File: config.mk
export PLATFORM = sky130hd
export DESIGN_NAME = uffgd_ram
export DESIGN_NICKNAME = d
export VERILOG_FILES = /design/src/design/uffgd_ram.sv
export SDC_FILE = /design/constraint.sdc
export NUM_CORES = 1
export LEC_CHECK = 0
export BUFFER_PORTS_ARGS = -buffer_cell sky130_fd_sc_hd__buf_2
export CAP_MARGIN = 10
export CORE_UTILIZATION = 30
export CTS_BUF_LIST = sky130_fd_sc_hd__clkbuf_8
export DETAILED_ROUTE_END_ITERATION = 8
export GPL_ROUTABILITY_DRIVEN = 0
export GPL_TIMING_DRIVEN = 0
export PLACE_DENSITY = 0.42
export SYNTH_ARGS = -nofsm -noshare
export SYNTH_HDL_FRONTEND = slang
export SYNTH_SLANG_ARGS = --single-unit
export TNS_END_PERCENT = 5
File: constraint.sdc
create_clock -name clk -period 2.3 [get_ports clk]
set_input_delay 0.23 -clock clk [delete_from_list [all_inputs] [get_ports clk]]
set_output_delay 0.23 -clock clk [all_outputs]
set_load 0.01 [all_outputs]
File: src/design/uffgd_ram.sv
// uffgd_ram: generic simple dual-port RAM, one write and one registered read port
// no dependencies

module uffgd_ram #(
  parameter int WIDTH = 8,
  parameter int DEPTH = 16
) (
  input  logic                     clk,
  input  logic                     we,
  input  logic [$clog2(DEPTH)-1:0] waddr,
  input  logic [WIDTH-1:0]         wdata,
  input  logic [$clog2(DEPTH)-1:0] raddr,
  output logic [WIDTH-1:0]         rdata
);

  logic [WIDTH-1:0] mem [DEPTH];

  // write port and registered read port
  always_ff @(posedge clk) begin
    if (we) begin
      mem[waddr] <= wdata;
    end
    rdata <= mem[raddr];
  end

endmodule

==> qor.yml <==
run_status:
  run_status: "finished clean"
final_layout:
  drive_gt1_share_pct: 30.8
  seq_area_sq_um: 4000
  antenna_cells_inserted: 0
  layout.filler_cells: 1541
  layout.core_utilization_pct: 36.4
  finalNetCount: 292
  stdcell_count: 506
  multi_input_area_sq_um: 1070
  area_growth_syn_to_layout_pct: 17.6
clocking:
  cts.clk_slew.worst_paths_ps: 80
  clkLatencyLatePin_ps: 440
  cts_tree: "yes"
  clock_tree.root_cell: "sky130_fd_sc_hd__clkbuf_8"
  cts_hold_buf: 0
  cts_resized: 0
  cts_setup_buffers: 0
  cts_max_path_buffers: 2
  htree_num_levels: 4
  cts_made_buffers: 17
  cts.sinks: 136
floorplanning:
  core.rowCount: 47
  starting_density_of_the_core_pct: 30.9
  die_w_um: 133
  pin_count: 26
  design.core.area_sq_um: 16600
  die_height_um: 133
  die-area_sq_um: 17700
pwr:
  ir_worst_vdd_mv: 0.417
  p_leak_uw: 0.00199
  finalPower_uw: 5460
  powerDensity_nw_per_um2: 902
critical_path:
  cpMaxStageDelayCell: "sky130_fd_sc_hd__nor2_1"
  critical_path_required_ps: 2370
  endpoint: "mem[3][7]"
  r2r.worst_path.cells: 3
  r2r_setup_slack_ps: 870
  r2r-end: "rdata[0]"
  critPathArrivalTime_ps: 1580
  critical_path.max_fanout: 8
  critical_path_class: "in -> reg"
  r2r_startpoint: "mem[15][0]"
  cp_cell_sequence: "buf_2, or3b_2, nor2_1"
  worst_setup_path_startpoint: "waddr[2]"
  crit_path_end_kind: "register"
  cpPeakStageDelay_ps: 690
  start_kind: "input port"
yosys:
  synth_cells: 229
  number_of_register_bits_inferred_by_synthesis: 136
  syn-num-nets: 247
  synth.distinct_cells: 19
  syn_avg_cell_area_sq_um: 22.5
  yosysWarnings: 0
  synthesis.area_sq_um: 5150
  synth.yosys.seq_area_share_pct: 77.8
sta:
  report.final.setup_viol: 0
  fin_crit_sh_pct: 65.6
  worstMarginPinSlew_ps: 871
  max_freq_mhz: 662
  unrepaired_setup_endpoints_after_global_routing: "no"
  whs_ps: 198
  skew_ps: 9.08
  final_hold_viol_count: 0
  final-max-slew-violation-count: 0
  final.min_clock_period_ps: 1510
  timing.slew.headroom_pct: 41.7
placement:
  port_buffers: 24
  place.detailed.hpwl_mm: 6.94
  dpl.cell_count: 475
grt:
  via_count_of_the_first_global_routing_pass: 2433
  grt_antenna_before_repair: 0
  gr-usage-all-layers_pct: 13.7
  largest_net_degree_at_the_start_of_global_routing: 17
  global_route_wire_length_before_repair_mm: 16.3
  globalRouteOverflowTotal: 0
routing:
  ant_nets: 0
  vias_per_std_cell: 4.64
  detail_route.wl_per_cell_um: 21.7
  route.final.wire_length_mm: 11.0
  drc_errors: 0
  vias: 2348
  drt_iter0_drc: 212
  detailedRoute.firstPassIterationCount: 4
job:
  cap_violations: 0
hold_path:
  timing.hold.worst.class: "in -> reg"
-- power breakdown --
part	switching (uW)	total [uW]	internal (uW)
Sequential	11.6	2780	2770
Combinational	169	280	111
Clock	908	2400	1500
-- worst max-delay path, delay by kind of cell --
kind,cells,cell delay (ps)
simple gates,2,1220
buf+inv,1,120
-- stage by stage --
stage	setup TNS [ps]	setup slack (ps)	cell area, sq um
2_1_floorplan	0	577	5150
3_3_place_gp	-1430	-180	5540
3_5_place_dp	0	301	5570
4_1_cts	0	791	6050
5_1_grt	0	768	6050
6_report	0	791	6050
-- cell usage in the layout, fill, tap and decap left out --
cell type / n
sky130_fd_sc_hd__clkinv_2: 4
sky130_fd_sc_hd__nor2_1: 13
sky130_fd_sc_hd__nand3_1: 1
sky130_fd_sc_hd__or3b_2: 1
sky130_fd_sc_hd__mux4_1: 14
sky130_fd_sc_hd__nor3_1: 2
sky130_fd_sc_hd__a22oi_1: 16
sky130_fd_sc_hd__mux4_2: 18
sky130_fd_sc_hd__and2_1: 1
sky130_fd_sc_hd__nand3b_1: 2
sky130_fd_sc_hd__edfxtp_1: 128
sky130_fd_sc_hd__buf_4: 2
sky130_fd_sc_hd__dfxtp_1: 8
sky130_fd_sc_hd__clkinvlp_4: 2
sky130_fd_sc_hd__clkinv_4: 1
sky130_fd_sc_hd__nor2b_1: 1
sky130_fd_sc_hd__nand2_1: 9
sky130_fd_sc_hd__clkbuf_8: 17
sky130_fd_sc_hd__buf_6: 3
sky130_fd_sc_hd__buf_2: 28
sky130_fd_sc_hd__and2b_1: 1
sky130_fd_sc_hd__nand2b_1: 2
sky130_fd_sc_hd__nor3_2: 2
sky130_fd_sc_hd__bufinv_16: 7
sky130_fd_sc_hd__clkdlybuf4s25_2: 3
-- synthesized netlist by cell type --
cell type / count / area, sq um
sky130_fd_sc_hd__clkdlybuf4s25_2: 3 / 30.0
sky130_fd_sc_hd__dfxtp_1: 8 / 160
sky130_fd_sc_hd__nor2b_1: 1 / 6.26
sky130_fd_sc_hd__nand2b_1: 2 / 12.5
sky130_fd_sc_hd__and2b_1: 1 / 7.51
sky130_fd_sc_hd__a22oi_1: 16 / 120
sky130_fd_sc_hd__buf_4: 1 / 7.51
sky130_fd_sc_hd__nand3b_1: 2 / 15.0
sky130_fd_sc_hd__nor2_1: 13 / 48.8
sky130_fd_sc_hd__nand2_1: 9 / 33.8
sky130_fd_sc_hd__edfxtp_1: 128 / 3840
sky130_fd_sc_hd__nand3_1: 1 / 5.00
sky130_fd_sc_hd__nor3_1: 4 / 20.0
sky130_fd_sc_hd__and2_1: 1 / 6.26
sky130_fd_sc_hd__mux4_2: 18 / 405
sky130_fd_sc_hd__buf_2: 3 / 15.0
sky130_fd_sc_hd__mux4_1: 14 / 368
sky130_fd_sc_hd__buf_6: 3 / 33.8
sky130_fd_sc_hd__or3b_2: 1 / 8.76
-- how the worst min path moves through the flow --
stage,startpoint,end,cells past startpoint,slack [ps]
final,wdata[5],mem[6][5],1,200
after global routing,wdata[5],mem[8][5],1,170
after CTS,wdata[5],mem[8][5],1,160
after detailed placement,rdata[4],rdata[4],1,630
after global placement,rdata[0],rdata[0],1,630
after floorplan,wdata[0],mem[0][0],0,330
-- layer usage --
layer	wire, um	up-vias	GRT usage (%)
li1	-	1061	-
met1	5400	1229	19.6
met2	4920	51	19.3
met3	557	7	4.33
met4	111	0	4.98
met5	0	-	0
-- state kept, by name (all words and copies together), names as in the netlist --
register / count
mem: 128
rdata: 8
-- cell families after synthesis --
group / Yosys count / synth area share, %
muxes: 32 / 15.0
and+or+nand+nor: 35 / 3.18
DFF: 136 / 77.8
AOI/OAI and AO/OA: 16 / 2.33
buffers and inverters: 10 / 1.68
-- layout make-up --
cell class,instances,area share (%)
buffer,10,1.43
clock buffer,17,3.87
clock inverter,14,4.20
multi-input combinational,83,17.6
sequential,136,66.1
tap,220,4.55
timing repair buffer,26,2.19
No activity file was read; power rests on OpenSTA's default activity.
