<file path="config.mk">
export PLATFORM = sky130hd
export DESIGN_NAME = uffgd_out_reg_flat
export DESIGN_NICKNAME = d
export VERILOG_FILES = /design/src/design/uffgd_pkg.sv /design/src/design/uffgd_if.sv /design/src/design/uffgd_out_reg.sv /design/src/flat_wrapper.sv
export SDC_FILE = /design/constraint.sdc
export NUM_CORES = 1
export LEC_CHECK = 0
export BUFFER_PORTS_ARGS = -buffer_cell sky130_fd_sc_hd__clkbuf_2
export CORE_AREA = 4 4 41 43
export DETAILED_ROUTE_END_ITERATION = 10
export DIE_AREA = 0 0 45 47
export SETUP_SLACK_MARGIN = 0.05
export SLEW_MARGIN = 20
export SYNTH_ARGS = -nofsm -noshare
export SYNTH_HDL_FRONTEND = slang
export SYNTH_SLANG_ARGS = --single-unit
</file>
<file path="constraint.sdc">
create_clock -name clk -period 2 [get_ports clk]
set_clock_uncertainty 0.05 [all_clocks]
set_input_delay 0.4 -clock clk [delete_from_list [all_inputs] [get_ports clk]]
set_output_delay 0.4 -clock clk [all_outputs]
set_load 0.02 [all_outputs]
</file>
<file path="src/design/uffgd_pkg.sv">
// uffgd_pkg: widths, codes and shared types of the first-gap-day union-find block
// no dependencies; every other design file except uffgd_ram refers to it by scoped names

package uffgd_pkg;

  // largest node index the parent table holds
  localparam int NODE_COUNT_MAX = 1024;
  localparam int ADDR_W         = $clog2(NODE_COUNT_MAX);
  localparam int NODE_W         = 11;
  localparam int DAY_W          = 20;

  // command codes of the input channel
  localparam logic CMD_START = 1'b0;
  localparam logic CMD_EDGE  = 1'b1;

  // request from the controller to the parent table
  typedef struct packed {
    logic              we;
    logic [ADDR_W-1:0] waddr;
    logic [NODE_W-1:0] wdata;
    logic [ADDR_W-1:0] raddr;
  } mem_req_t;

  // finished answer handed to the output stage
  typedef struct packed {
    logic              valid;
    logic [NODE_W-1:0] day;
  } result_t;

endpackage

</file>
<file path="src/design/uffgd_if.sv">


interface uffgd_out_if;
  logic                        valid;
  logic                        ready;
  logic [uffgd_pkg::NODE_W-1:0] answer_day;

  modport source (output valid, answer_day, input ready);
  modport sink   (input valid, answer_day, output ready);
endinterface

</file>
<file path="src/design/uffgd_out_reg.sv">
// uffgd_out_reg: output register that holds one answer until the receiver takes it
// depends on uffgd_pkg and uffgd_out_if

module uffgd_out_reg (
  input  logic               clk,
  input  logic               rst,
  input  uffgd_pkg::result_t res,
  output logic               busy,
  uffgd_out_if.source        results
);

  logic                         valid;
  logic [uffgd_pkg::NODE_W-1:0] day;

  assign busy = valid && !results.ready;

  // load when empty or when the held answer is being transferred
  always_ff @(posedge clk) begin
    if (rst) begin
      valid <= 1'b0;
    end else if (res.valid && !busy) begin
      valid <= 1'b1;
    end else if (results.ready) begin
      valid <= 1'b0;
    end
  end

  always_ff @(posedge clk) begin
    if (res.valid && !busy) begin
      day <= res.day;
    end
  end

  assign results.valid      = valid;
  assign results.answer_day = day;

endmodule

</file>
<file path="src/flat_wrapper.sv">
// flat-port wrapper written by rule: the top's interface ports become plain ports
module uffgd_out_reg_flat 
  (clk, rst, res, busy, results_valid, results_answer_day, results_ready);
  uffgd_out_if results_i ();
  input  logic clk;
  input  logic rst;
  input  uffgd_pkg::result_t res;
  output logic busy;
  output wire logic [$bits(results_i.valid)-1:0] results_valid;
  output wire logic [$bits(results_i.answer_day)-1:0] results_answer_day;
  input wire logic [$bits(results_i.ready)-1:0] results_ready;
  assign results_valid = results_i.valid;
  assign results_answer_day = results_i.answer_day;
  assign results_i.ready = results_ready;
  uffgd_out_reg u_core (.clk(clk), .rst(rst), .res(res), .busy(busy), .results(results_i));
endmodule
</file>
==> impl_metrics.env <==
export IMPL_startpoint="u_core.results.valid$_SDFFE_PP0P_"
export IMPL_nFillCells=128
export IMPL_tns_ns=0
export IMPL_rsz0062_at_grt="false"
export IMPL_firstDrtPassIters=2
export IMPL_cts_root_buf="clkbuf_4"
export IMPL_critical_path_endpoint_type="output port"
export IMPL_placed_cells=58
export IMPL_ys_ff_latch=12
export IMPL_syn_cell_area_um2=380.4
export IMPL_worstSetupPathType="reg -> out"
export IMPL_clock_fmax_mhz=732.9
export IMPL_outcome="finished clean"
export IMPL_max_slew_margin_pct=90.82
export IMPL_coreArea_mm2=0.001301
export IMPL_worst_pin_slew_ns=0.1377
export IMPL_diodes=0
export IMPL_numCtsBuffers=3
export IMPL_antenna_found_initial=0
export IMPL_die_w_um=45
export IMPL_postSynthCellCount=15
export IMPL_areaGrowthSynthToFinish_pct=51.97
export IMPL_cp_arrival_ns=0.91
export IMPL_fin_cells=62
export IMPL_final_common_cell="clkbuf_2"
export IMPL_layout_nets=63
export IMPL_synth_fp_nets=30
export IMPL_path_max_fanout=3
export IMPL_cts_tree="done"
export IMPL_grt_usage_pct=6.913
export IMPL_timing_hold_ws_ns=0.2578
export IMPL_switching_share_pct=20.62
export IMPL_syn_area_per_cell_um2=25.36
export IMPL_cts_sinks=12
export IMPL_clock_path_buffers=2
export IMPL_max_cap_viol_count=0
export IMPL_grt_max_degree=12
export IMPL_initial_utilization_pct=29.23
export IMPL_setup_viol=0
export IMPL_pwr_share_seq_pct=54.9
export IMPL_overflow=0
export IMPL_ir_worst_vdd_v=0.0004205
export IMPL_ys_seq_area_share_pct=92.11
export IMPL_cts_setup_buffers=0
export IMPL_io_buffer_count=27
export IMPL_layout_drive_gt1_share_pct=70.21
export IMPL_die_y_um=47
export IMPL_num_vias=243
export IMPL_r2r_start="u_core.results.valid$_SDFFE_PP0P_"
export IMPL_dieArea_mm2=0.002115
export IMPL_first_global_vias=249
export IMPL_clk_pin_slew_ns=0.07
export IMPL_post_cts_resized=0
export IMPL_layout_common_cells="27 x clkbuf_2, 11 x edfxtp_1, 3 x clkbuf_4"
export IMPL_pwr_share_comb_pct=10.8
export IMPL_pre_cts_ws_ns=0.7572
export IMPL_grt_pass1_wl_um=979
export IMPL_io_pins=28
export IMPL_finalPower_uw=535.3
export IMPL_power_frac_clock_pct=34.2
export IMPL_leakage_nw=0.2698
export IMPL_place_congestion=0.6039
export IMPL_clk_insertion_delay_late_ns=0.26
export IMPL_ant_nets=0
export IMPL_start_kind="flop"
export IMPL_power_density_mw_per_mm2=926.1
export IMPL_internal_power_uw=424.9
export IMPL_synth_cell_types=5
export IMPL_h_tree_depth=1
export IMPL_setup_ws_ns=0.6356
export IMPL_timing_final_crit_share_pct=68.22
export IMPL_hold_viol=0
export IMPL_reg2reg_setup_slack_ns=0.92
export IMPL_fp_row_count=13
export IMPL_fin_crit_ns=1.364
export IMPL_dpl_cell_area_um2=541.8
export IMPL_wl_um=655
export IMPL_cts_hold_buffers=0
export IMPL_drc=0
export IMPL_report_final_slew_viol_count=0
export IMPL_fin_area_um2=578.1
export IMPL_crit_required_ns=1.55
export IMPL_yosys_warnings=0
export IMPL_vias_per_cell=3.919
export IMPL_holdCritStartpoint="res[5]"
export IMPL_hold_class="in -> reg"
export IMPL_p_switching_uw=110.4
export IMPL_drt_iter0_markers=4
export IMPL_final_core_util_pct=44.42
export IMPL_wl_per_cell_um=10.56
==> power by group through the flow <==
stage / Clock, mW / Sequential [mW] / Combinational (mW)
floorplan: 0 / 0.319 / 0.00934
global placement: 0 / 0.300 / 0.0587
detailed placement: 0 / 0.300 / 0.0592
CTS: 0.189 / 0.295 / 0.0593
global route: 0.205 / 0.296 / 0.0623
finish: 0.183 / 0.294 / 0.0579
==> worst paths after layout <==
path                                                  to  depth (start not counted)
hold reg to reg        u_core.results.valid$_SDFFE_PP0P_                          2
setup / recovery                                    busy                          2
hold / removal    u_core.results.answer_day[5]$_DFFE_PP_                          1
setup reg to reg  u_core.results.answer_day[6]$_DFFE_PP_                          3
==> worst max-delay path, stage by stage (launching register included) <==
cell and delay [ns]:
dfxtp_1 0.33, nor2b_4 0.15, clkbuf_2 0.17
==> area by class of cell <==
type,instances,area [µm²],share of cell area (%)
clock buffer,4,36.28,6.277
multi-input combinational,3,30.03,5.195
sequential,12,350.3,60.61
tap,15,18.77,3.247
timing repair buffer,28,142.6,24.68
==> sequential cells by signal, indices dropped and copies added (netlist names) <==
register / count
u_core.results.valid: 1
u_core.results.answer_day: 11
==> per-layer routing <==
| metal | global-route usage, % | wire length (µm) | part of all wire (%) |
|---|---|---|---|
| met1 | 5.981 | 195 | 30 |
| met2 | 11.86 | 366 | 56 |
| met3 | 3.831 | 93 | 14 |
| met4 | 5.263 | 0 | 0 |
| met5 | 0 | 0 | 0 |
==> cells in the mapped netlist <==
cell type	n	area share (%)
nor2b_1	1	1.6
edfxtp_1	11	87
o21ba_1	1	2.6
dfxtp_1	1	5.3
nor2b_4	1	3.6
==> logic make-up (layout without fill, tap and decap cells) <==
logic type / after synthesis / after routing / synth area share (%)
DFF: 12 / 12 / 92.11
and+or+nand+nor: 2 / 2 / 5.263
AOI/OAI and AO/OA: 1 / 1 / 2.632
buffers and inverters: 0 / 32 / 0
No activity file was read; power rests on OpenSTA's default activity.
