## config.mk

```make
export PLATFORM = sky130hd
export DESIGN_NAME = uffgd_ctrl_flat
export DESIGN_NICKNAME = d
export VERILOG_FILES = /design/src/design/uffgd_pkg.sv /design/src/design/uffgd_if.sv /design/src/design/uffgd_ctrl.sv /design/src/flat_wrapper.sv
export SDC_FILE = /design/constraint.sdc
export NUM_CORES = 1
export LEC_CHECK = 0
export BUFFER_PORTS_ARGS = -buffer_cell sky130_fd_sc_hd__buf_2
export CAP_MARGIN = 10
export CORE_MARGIN = 2
export CORE_UTILIZATION = 50
export CTS_BUF_LIST = sky130_fd_sc_hd__clkbuf_4 sky130_fd_sc_hd__clkbuf_8
export CTS_CLUSTER_DIAMETER = 40
export CTS_CLUSTER_SIZE = 8
export DETAILED_ROUTE_END_ITERATION = 10
export PLACE_DENSITY = 0.72
export SLEW_MARGIN = 20
export SYNTH_ARGS = -nofsm -noshare
export SYNTH_HDL_FRONTEND = slang
export SYNTH_SLANG_ARGS = --single-unit
```

## constraint.sdc

```tcl
create_clock -name clk -period 5.8 [get_ports clk]
set_clock_uncertainty 0.2 [all_clocks]
set_input_delay 0.87 -clock clk [delete_from_list [all_inputs] [get_ports clk]]
set_output_delay 0.87 -clock clk [all_outputs]
set_load 0.02 [all_outputs]
```

## src/design/uffgd_pkg.sv

```systemverilog
// uffgd_pkg: widths, codes and shared types of the first-gap-day union-find block
// no dependencies; every other design file except uffgd_ram refers to it by scoped names

package uffgd_pkg;

  // largest node index the parent table holds
  localparam int NODE_COUNT_MAX = 1024;
  localparam int ADDR_W         = $clog2(NODE_COUNT_MAX);
  localparam int NODE_W         = 11;
  localparam int DAY_W          = 20;

  // command codes of the input channel
  localparam logic CMD_START = 1'b0;
  localparam logic CMD_EDGE  = 1'b1;

  // request from the controller to the parent table
  typedef struct packed {
    logic              we;
    logic [ADDR_W-1:0] waddr;
    logic [NODE_W-1:0] wdata;
    logic [ADDR_W-1:0] raddr;
  } mem_req_t;

  // finished answer handed to the output stage
  typedef struct packed {
    logic              valid;
    logic [NODE_W-1:0] day;
  } result_t;

endpackage

```

## src/design/uffgd_if.sv

```systemverilog
// uffgd_if: valid/ready channel interfaces for edge items and answers
// depends on uffgd_pkg for field widths

interface uffgd_in_if;
  logic                        valid;
  logic                        ready;
  logic                        command;
  logic [uffgd_pkg::NODE_W-1:0] node_a;
  logic [uffgd_pkg::NODE_W-1:0] node_b;
  logic [uffgd_pkg::DAY_W-1:0]  edge_day;
  logic                        last;

  modport source (output valid, command, node_a, node_b, edge_day, last, input ready);
  modport sink   (input valid, command, node_a, node_b, edge_day, last, output ready);
endinterface


```

## src/design/uffgd_ctrl.sv

```systemverilog
// uffgd_ctrl: sequencer for table sweeps, root walks, union and answer decision
// depends on uffgd_pkg and uffgd_in_if; drives the parent table RAM

module uffgd_ctrl (
  input  logic                         clk,
  input  logic                         rst,
  input  logic                         cfg_we,
  input  logic [uffgd_pkg::NODE_W-1:0] cfg_wdata,
  uffgd_in_if.sink                     edges,
  output uffgd_pkg::mem_req_t          mem_req,
  input  logic [uffgd_pkg::NODE_W-1:0] mem_rdata,
  output uffgd_pkg::result_t           res,
  input  logic                         out_busy
);

  typedef enum logic [5:0] {
    S_CLEAR = 6'b000001,
    S_IDLE  = 6'b000010,
    S_INIT  = 6'b000100,
    S_WALKA = 6'b001000,
    S_WALKB = 6'b010000,
    S_EMIT  = 6'b100000
  } state_t;

  localparam logic [uffgd_pkg::NODE_W-1:0] MAX_N =
    uffgd_pkg::NODE_W'(uffgd_pkg::NODE_COUNT_MAX);
  localparam logic [uffgd_pkg::NODE_W-1:0] ONE = uffgd_pkg::NODE_W'(1);

  state_t                       state, state_next;
  logic [uffgd_pkg::NODE_W-1:0] node_count;
  logic [uffgd_pkg::NODE_W-1:0] day_counter, day_counter_next;
  logic                         done, done_next;
  logic [uffgd_pkg::NODE_W-1:0] sweep, sweep_next;
  logic [uffgd_pkg::NODE_W-1:0] cur, cur_next;
  logic [uffgd_pkg::NODE_W-1:0] root_a, root_a_next;
  logic [uffgd_pkg::NODE_W-1:0] node_b, node_b_next;
  logic [uffgd_pkg::DAY_W-1:0]  edge_day, edge_day_next;
  logic                         last, last_next;
  logic [uffgd_pkg::NODE_W-1:0] answer, answer_next;

  logic [uffgd_pkg::NODE_W-1:0] eff_count;
  logic                         accept;
  logic                         ends_valid;
  logic                         at_root;
  logic [uffgd_pkg::NODE_W-1:0] ctr_inc;
  logic [uffgd_pkg::NODE_W-1:0] root_lo, root_hi;

  // effective node count and endpoint range check
  assign eff_count  = (node_count > MAX_N) ? MAX_N : node_count;
  assign ends_valid = (edges.node_a >= ONE) && (edges.node_a <= eff_count) &&
                      (edges.node_b >= ONE) && (edges.node_b <= eff_count);

  assign edges.ready = (state == S_IDLE);
  assign accept      = edges.valid && edges.ready;
  assign at_root     = (mem_rdata == cur);
  assign ctr_inc     = day_counter + ONE;
  assign root_lo     = (root_a < cur) ? root_a : cur;
  assign root_hi     = (root_a < cur) ? cur : root_a;

  assign res.valid = (state == S_EMIT);
  assign res.day   = answer;

  // next state, table requests and answer decision
  always_comb begin
    state_next       = state;
    day_counter_next = day_counter;
    done_next        = done;
    sweep_next       = sweep;
    cur_next         = cur;
    root_a_next      = root_a;
    node_b_next      = node_b;
    edge_day_next    = edge_day;
    last_next        = last;
    answer_next      = answer;
    mem_req.we       = 1'b0;
    mem_req.waddr    = sweep[uffgd_pkg::ADDR_W-1:0];
    mem_req.wdata    = sweep + ONE;
    mem_req.raddr    = '0;

    unique case (state)
      S_CLEAR: begin
        mem_req.we = 1'b1;
        sweep_next = sweep + ONE;
        if (sweep + ONE == MAX_N) begin
          state_next = S_IDLE;
        end
      end

      S_IDLE: begin
        sweep_next    = '0;
        cur_next      = edges.node_a;
        node_b_next   = edges.node_b;
        edge_day_next = edges.edge_day;
        last_next     = edges.last;
        mem_req.raddr = uffgd_pkg::ADDR_W'(edges.node_a - ONE);
        if (accept) begin
          if (edges.command == uffgd_pkg::CMD_START) begin
            day_counter_next = '0;
            done_next        = 1'b0;
            if (eff_count != '0) begin
              state_next = S_INIT;
            end
          end else if (!done) begin
            if (ends_valid) begin
              state_next = S_WALKA;
            end else if (edges.last) begin
              answer_next = ctr_inc;
              done_next   = 1'b1;
              state_next  = S_EMIT;
            end
          end
        end
      end

      S_INIT: begin
        mem_req.we = 1'b1;
        sweep_next = sweep + ONE;
        if (sweep + ONE == eff_count) begin
          state_next = S_IDLE;
        end
      end

      S_WALKA: begin
        if (at_root) begin
          root_a_next   = cur;
          cur_next      = node_b;
          mem_req.raddr = uffgd_pkg::ADDR_W'(node_b - ONE);
          state_next    = S_WALKB;
        end else begin
          cur_next      = mem_rdata;
          mem_req.raddr = uffgd_pkg::ADDR_W'(mem_rdata - ONE);
        end
      end

      S_WALKB: begin
        if (at_root) begin
          state_next = S_IDLE;
          if (root_a != cur) begin
            day_counter_next = ctr_inc;
            if (uffgd_pkg::DAY_W'(ctr_inc) < edge_day) begin
              answer_next = ctr_inc;
              done_next   = 1'b1;
              state_next  = S_EMIT;
            end else begin
              // smaller root becomes the parent of the larger
              mem_req.we    = 1'b1;
              mem_req.waddr = uffgd_pkg::ADDR_W'(root_hi - ONE);
              mem_req.wdata = root_lo;
              if (last) begin
                answer_next = ctr_inc + ONE;
                done_next   = 1'b1;
                state_next  = S_EMIT;
              end
            end
          end else if (last) begin
            answer_next = ctr_inc;
            done_next   = 1'b1;
            state_next  = S_EMIT;
          end
        end else begin
          cur_next      = mem_rdata;
          mem_req.raddr = uffgd_pkg::ADDR_W'(mem_rdata - ONE);
        end
      end

      S_EMIT: begin
        if (!out_busy) begin
          state_next = S_IDLE;
        end
      end

      default: begin
        state_next = S_IDLE;
      end
    endcase
  end

  // control registers
  always_ff @(posedge clk) begin
    if (rst) begin
      state       <= S_CLEAR;
      day_counter <= '0;
      done        <= 1'b0;
      sweep       <= '0;
    end else begin
      state       <= state_next;
      day_counter <= day_counter_next;
      done        <= done_next;
      sweep       <= sweep_next;
    end
  end

  // configuration register
  always_ff @(posedge clk) begin
    if (rst) begin
      node_count <= MAX_N;
    end else if (cfg_we) begin
      node_count <= cfg_wdata;
    end
  end

  // item and walk payload
  always_ff @(posedge clk) begin
    cur      <= cur_next;
    root_a   <= root_a_next;
    node_b   <= node_b_next;
    edge_day <= edge_day_next;
    last     <= last_next;
    answer   <= answer_next;
  end

endmodule

```

## src/flat_wrapper.sv

```systemverilog
// flat-port wrapper written by rule: the top's interface ports become plain ports
module uffgd_ctrl_flat 
  (clk, rst, cfg_we, cfg_wdata, mem_req, mem_rdata, res, out_busy, edges_valid, edges_command, edges_node_a, edges_node_b, edges_edge_day, edges_last, edges_ready);
  uffgd_in_if edges_i ();
  input  logic clk;
  input  logic rst;
  input  logic cfg_we;
  input  logic [uffgd_pkg::NODE_W-1:0] cfg_wdata;
  output uffgd_pkg::mem_req_t mem_req;
  input  logic [uffgd_pkg::NODE_W-1:0] mem_rdata;
  output uffgd_pkg::result_t res;
  input  logic out_busy;
  input wire logic [$bits(edges_i.valid)-1:0] edges_valid;
  input wire logic [$bits(edges_i.command)-1:0] edges_command;
  input wire logic [$bits(edges_i.node_a)-1:0] edges_node_a;
  input wire logic [$bits(edges_i.node_b)-1:0] edges_node_b;
  input wire logic [$bits(edges_i.edge_day)-1:0] edges_edge_day;
  input wire logic [$bits(edges_i.last)-1:0] edges_last;
  output wire logic [$bits(edges_i.ready)-1:0] edges_ready;
  assign edges_i.valid = edges_valid;
  assign edges_i.command = edges_command;
  assign edges_i.node_a = edges_node_a;
  assign edges_i.node_b = edges_node_b;
  assign edges_i.edge_day = edges_edge_day;
  assign edges_i.last = edges_last;
  assign edges_ready = edges_i.ready;
  uffgd_ctrl u_core (.clk(clk), .rst(rst), .cfg_we(cfg_we), .cfg_wdata(cfg_wdata), .edges(edges_i), .mem_req(mem_req), .mem_rdata(mem_rdata), .res(res), .out_busy(out_busy));
endmodule
```

==> impl.org <==
** Outcome
- Status :: finished, final reports clean

** Synth
- The synthesized netlist occupies a cell area of about 7400 µm².
- Post-synthesis sequential element count :: about 110
- Yosys attributes the largest share of cell area to edfxtp_1 26%, dfxtp_1 11%, ha_1 8.8%.
- After synthesis, flip-flops and latches occupy a little under two fifths of the total area.
- Net count after synthesis :: 922
- Each instance of the synthesized netlist takes up on average between 9 and 10 µm².
- Dominant register cell in the synthesized netlist :: edfxtp_1
- In this run the biggest area consumer among cell types represents 26.36% of the synthesized area.
- Yosys instantiated no cell more often than nor2_1.
- Number of warnings issued by yosys :: 0
- Cell taking the most area after synthesis :: edfxtp_1
- The netlist uses 71 different library cells.
- In the synthesized netlist the async set-or-reset flop fraction comes to 0%.
- Mapped Cells :: ~800
- Commonest cells in the synthesized netlist :: 71 x nor2_1, 68 x nand2_1, 65 x edfxtp_1
- In this run, synthesis inferred 65 flip-flops with an integrated enable.

** Timing
- RSZ-0062 raised after global routing :: no
- Setup violations remaining at the end of the flow were counted as 0.
- Worst slew margin :: between 40% and 50%
- Of the available clock period, the critical path in the final layout requires between 90% and 100%.
- The number of hold violations in the final report came to 0.
- Final Max Tran Viols :: 0
- The worst path in the final design needs a cycle of 5.257 ns, including I/O delays and setup.
- After routing, the total negative slack on setup checks comes to 0 ns.
- For the pin with the worst max-slew slack, the measured transition is about 0.89 ns.
- Derived from the worst setup path, the maximum achievable clock frequency is between 150 and 200 MHz.

** Route
- Routed WL :: about 19000 µm
- Once detail routing completed, the nets flagged for antenna violations numbered 0.
- Post-detailed-route DRC marker count :: 0
- The first detailed-routing pass ran for 6 iterations.
- Wire per inst :: about 18 µm
- Dividing the detail-routed via count by the number of cells gives ~6.
- Vias post-DR :: between 6000 and 7000
- For this block, the initial DRC count from the detailed router was between 600 and 700.

** Layout
- Relative to the synthesized area, the layout overhead comes to 12.27%.
- Number of antenna repair diodes :: 0
- Summing all flip-flop and latch instances after layout gives 2753 µm².
- Cells with a size suffix above 1 make up approximately 18% of the layout.
- After the last flow step, the layout net total stands at ~1000.
- The multi-input combinational cells in the finished layout cover a total of around 4300 µm².
- Total of fill cells in the finished design :: 1329

** Power and ir drop
- The internal portion of the total power is between 0.001 and 0.0015 W.
- Power per standard cell area :: about 170 nW/µm²
- Portion of total power attributed to combinational logic :: a little over a tenth
- Leakage Power :: 3.506 nW
- VDD sags by at most 121.2 µV.
- Proportion of power drawn by flip-flops and latches :: about 58%
- For this design the total switching power over the nets is between 0.0003 and 0.0004 W.
- Per report_power, the clock group accounts for between 30% and 40% of the total.
- Overall power consumption after layout is estimated at about 0.0014 W.
- Net switching fraction of the power :: 25.91%

** Global route
- The first global-routing pass estimated 30720 µm of wire.
- Total congestion overflow :: 0
- Entering global routing, the biggest net connects 39 pins.
- Initial antenna violation count :: 0
- The number of global-route vias before repair is just under 6000.
- Overall fraction of global-route tracks in use :: roughly 24%

** Floorplan
- The floorplan step defined a die boundary enclosing 15800 µm².
- Die span in y :: approximately 130 µm
- Initial Util :: about half
- Die Wd :: 125.7 µm
- Row generation in the floorplan step produced 44 rows.
- Top Ports :: ~120
- After floorplanning, the core was sized to cover approximately 14000 µm².

** CTS
- TritonCTS built the clock tree.
- Clock latency on the worst-skew pair, taken at its later pin, is about 0.39 ns.
- In this run the clock root is driven by a clkbuf_8.
- Clock tree synthesis found a total of around 110 sinks.
- Once the clock tree was built, the resizer swapped 0 gates to a different size.
- No sink is reached through more buffers than the 2 on the longest clock path.
- Post-CTS setup buffer count :: 0
- In this run, CTS created clock tree buffers numbering 9.
- Number of H-tree levels :: 3
- For this design, the CTS-stage hold fixing added 0 buffers.
- Worst-path clk slew :: about 0.10 ns

** Worst setup path
- For the worst setup path, the data arrival time is ~4.2 ns.
- Data on the critical path is required at its endpoint by between 4 and 5 ns.
- Number of buffer and inverter instances along the worst setup path :: 2
- Worst flop-to-flop path startpoint :: u_core.day_counter[0]
- Critical path launch point :: u_core.cur[4]
- Crit end category :: output pin
- The critical path goes through inv_1, ha_1, a21o_1, a21o_1, a211oi_1, o21ai_2, mux2i_1, ha_1, nand2_1, or2_2, nor4_1, xor2_1, mux2i_1, o21ai_0, buf_2.
- Biggest fanout along the worst timing path :: 10
- On the critical path, the stage with the largest delay is an instance of a211oi_1.
- For this run, the slowest stage of the critical path takes ~0.48 ns.
- CP Launch Type :: register
- In this design, the largest share of critical-path delay is due to compound AO/OA/AOI/OAI gates.
- The worst setup path is of the reg -> out kind.

** Place
- Total half-perimeter wirelength after legalization and detailed placement :: ~15000 µm
- Quantity of I/O buffers inserted on ports :: around 120
- RD Place Congestion :: around 0.94

** Hold path
- The tightest min-delay check is of the reg -> reg type.
- In this run the most critical hold path is launched from u_core.done.

** Flow run
- Count of maximum capacitance violations :: 0
-- kinds of logic after synthesis --
kind of cell	synth area share, %
and+or+nand+nor	19.64
AOI/OAI and AO/OA	14.45
DFF	37.18
buffers and inverters	4.665
xor gates and xnor gates	10.09
adders and majority gates	8.788
muxes	5.188
-- stage by stage --
step                cells  area [µm²]  hold WS (ns)  utilization, %  setup WS (ns)
floorplan             799        7403        0.2244               -          1.041
global placement     1073        8115        0.2778           56.05          1.067
detailed placement   1073        8115        0.2908           56.05         0.9463
CTS                  1089        8299        0.3051           57.32         0.5213
global route         1090        8312        0.3619           57.41         0.2055
finish               1090        8312        0.3133           57.41         0.5435
-- power by group through the flow --
stage | sequential [W] | clock [W] | combinational [W]
final | 0.000806 | 0.000439 | 0.000155
after CTS | 0.000806 | 0.000444 | 0.000153
after detailed placement | 0.000823 | 0 | 0.000153
after floorplan | 0.000816 | 0 | 0.0000931
after global routing | 0.000808 | 0.000465 | 0.000172
after global placement | 0.000823 | 0 | 0.000151
-- worst paths after layout --
kind	slack, ns	end	cells after the start
max	0.54	mem_req[29]	15
min	0.31	u_core.done	2
max reg2reg	1.67	u_core.answer[7]	9
min reg2reg	0.31	u_core.done	2
-- worst min-delay path: stages, from the launching register on --
cell and delay, ns:
dfxtp_1 0.34, nand2_1 0.06, o21ai_0 0.07
-- registers in the layout, summed over array words and instances, names as in the netlist --
signal and flops:
u_core.node_b 11, u_core.sweep 11, u_core.done 1, u_core.state 6, u_core.day_counter 11, u_core.last 1
u_core.node_count 11, u_core.root_a 11, u_core.cur 11, u_core.edge_day 20, u_core.answer 11
-- cells in the final DEF, fill, tap and decap left out, drive strengths merged, types with 34 or more instances in the layout --
cell,instances
nor2,72
buf,122
edfxtp,65
xnor2,50
ha,52
inv,54
nand2,69
a21oi,41
mux2i,35
o21ai,34
dfxtp,40
-- final cells by class --
cell class / instances / area share [%]
multi-input combinational: 610 / 51.90
sequential: 105 / 33.12
timing repair buffer: 123 / 7.647
tap: 184 / 2.770
inverter: 52 / 2.348
clock buffer: 11 / 1.746
clock inverter: 5 / 0.4667
-- per-layer routing --
layer / track usage, % / wire [µm] / vias up / part of all wire [%]
met4: 8.562 / 276 / 0 / 1.4
met3: 3.398 / 1187 / 19 / 6.2
li1: - / - / 3133 / -
met1: 36.70 / 9359 / 3023 / 49
met5: 0 / 0 / - / 0
met2: 35.87 / 8413 / 234 / 44
Power figures use the tool's default switching activity.
